==> src/pbft_pkg.sv <==
// types and constants shared by the protobuf field tokenizer
package pbft_pkg;

  typedef struct packed {
    logic [7:0] data_byte;
    logic       restart;
  } in_item_t;

  typedef enum logic [1:0] {
    KIND_VARINT  = 2'd0,
    KIND_HEADER  = 2'd1,
    KIND_PAYLOAD = 2'd2,
    KIND_ERROR   = 2'd3
  } kind_e;

  typedef struct packed {
    kind_e       kind;
    logic [28:0] field_number;
    logic [31:0] value;
    logic        last_of_field;
  } out_item_t;

  typedef enum logic [4:0] {
    PH_TAG     = 5'b00001,
    PH_VALUE   = 5'b00010,
    PH_LENGTH  = 5'b00100,
    PH_PAYLOAD = 5'b01000,
    PH_HALT    = 5'b10000
  } phase_e;

  localparam logic [7:0] GROUP_MASK   = 8'h7f;
  localparam logic [7:0] CONT_BIT     = 8'h80;
  localparam logic [2:0] WT_VARINT    = 3'd0;
  localparam logic [2:0] WT_LEN       = 3'd2;
  localparam logic [5:0] GROUP_STEP   = 6'd7;
  localparam logic [5:0] VARINT_LIMIT = 6'd32;

endpackage

==> src/protobuf_field_tokenizer_top.sv <==
// top level of the protobuf field tokenizer
// a byte goes through the input register and then the result register to its result
// throughput: one byte per cycle while the result register is free, set by the
// combinational parse step between the input register and the result register
// reset: rst_ni clears the parse state to expecting a tag and empties both registers
module protobuf_field_tokenizer_top (
  input  logic                clk_i,
  input  logic                rst_ni,
  input  logic                in_valid_i,
  output logic                in_ready_o,
  input  pbft_pkg::in_item_t  in_item_i,
  output logic                out_valid_o,
  input  logic                out_ready_i,
  output pbft_pkg::out_item_t out_item_o
);
  import pbft_pkg::*;

  logic     stage_valid;
  logic     stage_take;
  in_item_t stage_item;

  pbft_in_stage u_in_stage (
    .clk_i         (clk_i),
    .rst_ni        (rst_ni),
    .in_valid_i    (in_valid_i),
    .in_ready_o    (in_ready_o),
    .in_item_i     (in_item_i),
    .stage_valid_o (stage_valid),
    .stage_item_o  (stage_item),
    .stage_take_i  (stage_take)
  );

  pbft_parser u_parser (
    .clk_i        (clk_i),
    .rst_ni       (rst_ni),
    .item_valid_i (stage_valid),
    .item_i       (stage_item),
    .item_take_o  (stage_take),
    .out_valid_o  (out_valid_o),
    .out_ready_i  (out_ready_i),
    .out_item_o   (out_item_o)
  );

endmodule

==> src/pbft_in_stage.sv <==
// input register stage of the protobuf field tokenizer
module pbft_in_stage (
  input  logic                clk_i,
  input  logic                rst_ni,
  input  logic                in_valid_i,
  output logic                in_ready_o,
  input  pbft_pkg::in_item_t  in_item_i,
  output logic                stage_valid_o,
  output pbft_pkg::in_item_t  stage_item_o,
  input  logic                stage_take_i
);
  import pbft_pkg::*;

  logic     valid_q;
  in_item_t item_q;

  assign in_ready_o    = !valid_q || stage_take_i;
  assign stage_valid_o = valid_q;
  assign stage_item_o  = item_q;

  always_ff @(posedge clk_i or negedge rst_ni) begin
    if (!rst_ni) begin
      valid_q <= 1'b0;
    end else if (in_ready_o) begin
      valid_q <= in_valid_i;
    end
  end

  always_ff @(posedge clk_i) begin
    if (in_valid_i && in_ready_o) begin
      item_q <= in_item_i;
    end
  end

endmodule

==> src/pbft_parser.sv <==
// parse state, varint assembly and result register
module pbft_parser (
  input  logic                clk_i,
  input  logic                rst_ni,
  input  logic                item_valid_i,
  input  pbft_pkg::in_item_t  item_i,
  output logic                item_take_o,
  output logic                out_valid_o,
  input  logic                out_ready_i,
  output pbft_pkg::out_item_t out_item_o
);
  import pbft_pkg::*;

  phase_e      phase_q, phase_d;
  logic [31:0] acc_q, acc_d;
  logic [5:0]  bp_q, bp_d;
  logic [28:0] fld_q, fld_d;
  logic [31:0] rem_q, rem_d;
  logic        out_valid_q;
  out_item_t   out_q, out_d;
  logic        emit_d;

  phase_e      ph;
  logic [31:0] acc, rem, acc_new, rem_dec, shifted;
  logic [5:0]  bp, bp_new;
  logic [28:0] fld;
  logic [7:0]  b;
  logic        done, out_free, fire;

  assign out_free    = !out_valid_q || out_ready_i;
  assign fire        = item_valid_i && out_free;
  assign item_take_o = out_free;
  assign out_valid_o = out_valid_q;
  assign out_item_o  = out_q;

  always_comb begin
    b   = item_i.data_byte;
    ph  = item_i.restart ? PH_TAG : phase_q;
    acc = item_i.restart ? 32'd0 : acc_q;
    bp  = item_i.restart ? 6'd0 : bp_q;
    fld = item_i.restart ? 29'd0 : fld_q;
    rem = item_i.restart ? 32'd0 : rem_q;

    // varint group add, groups from bit 32 upward dropped
    shifted = {24'd0, b & GROUP_MASK} << bp;
    if (bp < VARINT_LIMIT) begin
      acc_new = acc + shifted;
      bp_new  = bp + GROUP_STEP;
    end else begin
      acc_new = acc;
      bp_new  = bp;
    end
    done    = (b & CONT_BIT) == 8'd0;
    rem_dec = (rem != 32'd0) ? rem - 32'd1 : rem;

    phase_d = ph;
    acc_d   = acc;
    bp_d    = bp;
    fld_d   = fld;
    rem_d   = rem;
    emit_d  = 1'b0;
    out_d.kind          = KIND_VARINT;
    out_d.value         = acc_new;
    out_d.last_of_field = 1'b1;

    case (ph)
      PH_TAG: begin
        acc_d = acc_new;
        bp_d  = bp_new;
        if (done) begin
          acc_d = 32'd0;
          bp_d  = 6'd0;
          fld_d = acc_new[31:3];
          if (acc_new[2:0] == WT_VARINT) begin
            phase_d = PH_VALUE;
          end else if (acc_new[2:0] == WT_LEN) begin
            phase_d = PH_LENGTH;
          end else begin
            phase_d     = PH_HALT;
            emit_d      = 1'b1;
            out_d.kind  = KIND_ERROR;
            out_d.value = {29'd0, acc_new[2:0]};
          end
        end
      end
      PH_VALUE: begin
        acc_d = acc_new;
        bp_d  = bp_new;
        if (done) begin
          acc_d   = 32'd0;
          bp_d    = 6'd0;
          phase_d = PH_TAG;
          emit_d  = 1'b1;
        end
      end
      PH_LENGTH: begin
        acc_d = acc_new;
        bp_d  = bp_new;
        if (done) begin
          acc_d               = 32'd0;
          bp_d                = 6'd0;
          rem_d               = acc_new;
          phase_d             = (acc_new == 32'd0) ? PH_TAG : PH_PAYLOAD;
          emit_d              = 1'b1;
          out_d.kind          = KIND_HEADER;
          out_d.last_of_field = acc_new == 32'd0;
        end
      end
      PH_PAYLOAD: begin
        rem_d               = rem_dec;
        emit_d              = 1'b1;
        out_d.kind          = KIND_PAYLOAD;
        out_d.value         = {24'd0, b};
        out_d.last_of_field = rem_dec == 32'd0;
        if (rem_dec == 32'd0) begin
          phase_d = PH_TAG;
        end
      end
      default: begin
        phase_d = PH_HALT;
      end
    endcase
    out_d.field_number = fld_d;
  end

  always_ff @(posedge clk_i or negedge rst_ni) begin
    if (!rst_ni) begin
      phase_q     <= PH_TAG;
      acc_q       <= 32'd0;
      bp_q        <= 6'd0;
      fld_q       <= 29'd0;
      rem_q       <= 32'd0;
      out_valid_q <= 1'b0;
    end else begin
      if (fire) begin
        phase_q <= phase_d;
        acc_q   <= acc_d;
        bp_q    <= bp_d;
        fld_q   <= fld_d;
        rem_q   <= rem_d;
      end
      if (out_free) begin
        out_valid_q <= fire && emit_d;
      end
    end
  end

  always_ff @(posedge clk_i) begin
    if (fire && emit_d) begin
      out_q <= out_d;
    end
  end

endmodule
==> config.mk <==
export PLATFORM = sky130hd
export DESIGN_NAME = protobuf_field_tokenizer_top
export DESIGN_NICKNAME = d
export VERILOG_FILES = /design/src/pbft_pkg.sv /design/src/protobuf_field_tokenizer_top.sv /design/src/pbft_in_stage.sv /design/src/pbft_parser.sv
export SDC_FILE = /design/constraint.sdc
export NUM_CORES = 1
export LEC_CHECK = 0
export BUFFER_PORTS_ARGS = -buffer_cell sky130_fd_sc_hd__buf_2
export CAP_MARGIN = 30
export CORE_UTILIZATION = 25
export CTS_CLUSTER_SIZE = 40
export DETAILED_ROUTE_END_ITERATION = 8
export GPL_TIMING_DRIVEN = 0
export SLEW_MARGIN = 20
export SYNTH_ARGS = -nofsm -noshare
export SYNTH_HDL_FRONTEND = slang
export SYNTH_SLANG_ARGS = --single-unit
==> constraint.sdc <==
create_clock -name clk_i -period 7.5 [get_ports clk_i]
set_clock_uncertainty 0.2 [all_clocks]
set_input_delay 0.375 -clock clk_i [delete_from_list [all_inputs] [get_ports clk_i]]
set_output_delay 0.375 -clock clk_i [all_outputs]
set_load 0.01 [all_outputs]
==> flow_summary_export.csv <==
group,metric,value,unit
pwr,leakage,5.78,nW
routing,firstDrtPassIters,6,
finish,drive_gt1_share,11.3,%
finish,layout.nets,1639,
logic_synthesis,synth_edf_count,73,
global_routing,grt_pass1_wl,72600,um
finish,n_fill_cell,5104,
finish,register_area,4850,sq um
finish,final_common_cell,"nand2_1",
global_routing,antenna_found_initial,1,
logic_synthesis,synth_warnings,0,
floorplan,start_util,25.4,%
logic_synthesis,syn_area,12200,sq um
timing,whs,0.0302,ns
logic_synthesis,syn_nets,1522,
logic_synthesis,synth_seq_cells,179,
timing,slew_viol_final,0,
placement,hpwlAfterDp,35800,um
critical_path,end_kind,"register",
routing,drc,0,
critical_path,slowest_stage,"a21oi_1",
timing,slew_headroom,30.5,%
min_path,hp-start,"out_ready_i",
clock_tree,clock_path_buffers,2,
critical_path,cp.arrival,7.16,ns
timing,finalCriticalPeriod,7.18,ns
timing,setup_viol,0,
critical_path,path_delay_family,"buffers and inverters",
logic_synthesis,yosysTopAreaCell,"dfrtp_1",
floorplan,dieArea,49500,sq um
critical_path,crit_type,"reg2reg",
critical_path,crit_chain,"clkbuf_2, clkinvlp_4, nand2_1, clkbuf_2, buf_2, buf_2, nand3_1, nor2_1, ha_1, inv_1, fa_1, nor2b_1, o31a_1, o21ai_1, a2111oi_0, buf_1, or2_2, xnor2_1, a21oi_1, nor4b_1, nand4_1, buf_4, nand2_1",
critical_path,cp.required,7.49,ns
logic_synthesis,synth_area_leaders,"dfrtp_1, edfxtp_1, nand2_1",
floorplan,die_h,223,um
floorplan,rows,80,
global_routing,grt_max_degree,74,
critical_path,critPathMaxStageDelay,0.70,ns
critical_path,cp-startpoint,"u_in_stage.stage_item_o[0]",
timing,finalHoldViolCount,0,
placement,dp_cells,2175,
timing,worst_slew_pin_slew,1.04,ns
finish,layout_common_cells,"nand2_1, nor2_1, o21ai_0",
logic_synthesis,ys_types,90,
clock_tree,h-tree-depth,4,
logic_synthesis,async_flop_share,59.2,%
clock_tree,cts_made_buffers,17,
finish,multi_input_area,6890,sq um
global_routing,grt_pass1_vias,11600,
floorplan,core,47800,sq um
logic_synthesis,yosysTopAreaCellShare,21.6,%
logic_synthesis,seq_area_frac_synth,39.9,%
timing,rsz0062_at_grt,"no",
job,max_cap_viol_count,0,
routing,vias,12400,
placement,place.port_buffers,78,
placement,gp_congestion,0.959,
critical_path,start_kind,"register",
pwr,power_density,197,nW/um^2
floorplan,die_w,223,um
floorplan,ioPinCount,79,
finish,synthToLayoutAreaGrowth,16.5,%
routing,drt-initial-drc-count,1282,
finish,fin_cells,2221,
clock_tree,clock_latency,0.48,ns
critical_path,path_max_fanout,10,
logic_synthesis,syn_inst,1476,
routing,viasPerCell,5.56,
critical_path,r2r-start,"u_in_stage.stage_item_o[0]",
clock_tree,cts.sinks,179,
global_routing,grt_overflow,0,
logic_synthesis,avgSynthCellArea,8.24,sq um
critical_path,crit_buf_inv,8,
routing,route.antenna.remaining_nets,0,
timing,fmax,0.139,GHz
run_status,status,"completed",
finish,diodes,0,
pwr,power,2.79,mW
clock_tree,root_buffer,"clkbuf_16",
clock_tree,cts_tree,"built",
timing,period_share,95.7,%
timing,fin_ws,0.325,ns
routing,drt-wirelength-per-cell,21.6,um
global_routing,grt.total_usage,19.3,%
logic_synthesis,synth_flop_cell,"dfrtp_1",
clock_tree,clk_pin_slew,0.07,ns
min_path,hold_class,"in2reg",
routing,totalWireLength,48000,um
placement,preCtsSetupSlack,-1.15,ns
pwr,vdd_ir_drop_max,177,uV
[worst paths after layout]
path / slack (ns) / to / depth (start not counted)
setup / recovery: 0.32 / u_parser.out_item_o[0] / 23
hold / removal: 0.03 / u_parser.out_valid_o / 3
setup reg to reg: 0.32 / u_parser.out_item_o[0] / 23
hold reg to reg: 0.27 / u_parser.fld_q[8] / 2
max in group asynchronous: 6.21 / u_parser.acc_q[5] / 3
min in group asynchronous: 0.17 / u_parser.fld_q[5] / 2
[cells in the mapped netlist, drive strengths merged (11+ instances only)]
library cell / count
nand2: 239
nor2: 169
o21ai: 151
dfrtp: 105
a21oi: 102
clkbuf: 75
edfxtp: 73
nor2b: 53
nor3: 50
nand3: 47
ha: 32
mux2i: 21
xnor2: 21
a21o: 19
a31oi: 19
buf: 18
inv: 18
nor4: 18
o31ai: 18
a22oi: 13
or3: 13
mux2: 11
[cell families (layout without fill, tap and decap cells)]
family,after synthesis,count (layout),share of synthesized area (%)
xor+xnor,27,27,1.95
simple gates,657,657,25.1
compound gates,433,433,22.8
fa+ha+maj,33,33,3.46
flops,179,179,39.9
mux,34,34,3.12
buf+inv,113,243,3.70
[stage by stage]
stage,util [%],instance area [sq um],TNS (ns)
after floorplan,-,12200,0
after global placement,27.8,13300,-148.22
after detailed placement,28.0,13400,-41.19
after CTS,29.5,14100,0
after global routing,29.6,14200,0
final,29.6,14200,0
[worst register-to-register path: stages, from the launching register on]
cell        delay, ns
edfxtp_1         0.60
clkbuf_2         0.40
clkinvlp_4       0.39
nand2_1          0.45
clkbuf_2         0.34
buf_2            0.35
buf_2            0.31
nand3_1          0.22
nor2_1           0.15
ha_1             0.21
inv_1            0.08
fa_1             0.47
nor2b_1          0.25
o31a_1           0.19
o21ai_1          0.14
a2111oi_0        0.40
buf_1            0.24
or2_2            0.17
xnor2_1          0.08
a21oi_1          0.70
nor4b_1          0.13
nand4_1          0.13
buf_4            0.16
nand2_1          0.14
[cell type report]
cell class	count	share of cell area (%)
buffer	91	2.71
clock buffer	20	3.22
clock inverter	12	0.804
inverter	20	0.574
multi-input combinational	1184	48.6
sequential	179	34.2
tap	615	5.43
timing repair buffer	100	4.42
[flip-flops by register name, indices dropped and copies added, names as in the netlist]
signal                    count
u_in_stage.stage_item_o       9
u_parser.out_valid_o          1
u_in_stage.stage_valid_o      1
u_parser.phase_q              5
u_parser.bp_q                 6
u_parser.out_item_o          64
u_parser.fld_q               29
u_parser.acc_q               32
u_parser.rem_q               32
[metal layers]
layer / wire length, um / global-route usage [%] / up-vias
met5: 0 / 0 / -
met4: 2040 / 8.65 / 0
met3: 3820 / 3.56 / 117
met2: 22300 / 31.3 / 614
met1: 19900 / 25.0 / 6011
li1: - / - / 5610
[power breakdown]
| part | switching, mW | internal (mW) |
|---|---|---|
| Sequential | 0.0396 | 1.09 |
| Combinational | 0.526 | 0.231 |
| Clock | 0.446 | 0.456 |
[what timing repair did]
action                                 CTS  global route
setup endpoints to repair              122             5
endpoints found under the hold margin   43             0
hold buffers                            11             0
resized for setup                       10             9
setup buffers                            0             1
pin swaps                                0             2
(Power assumes the default switching activity.)
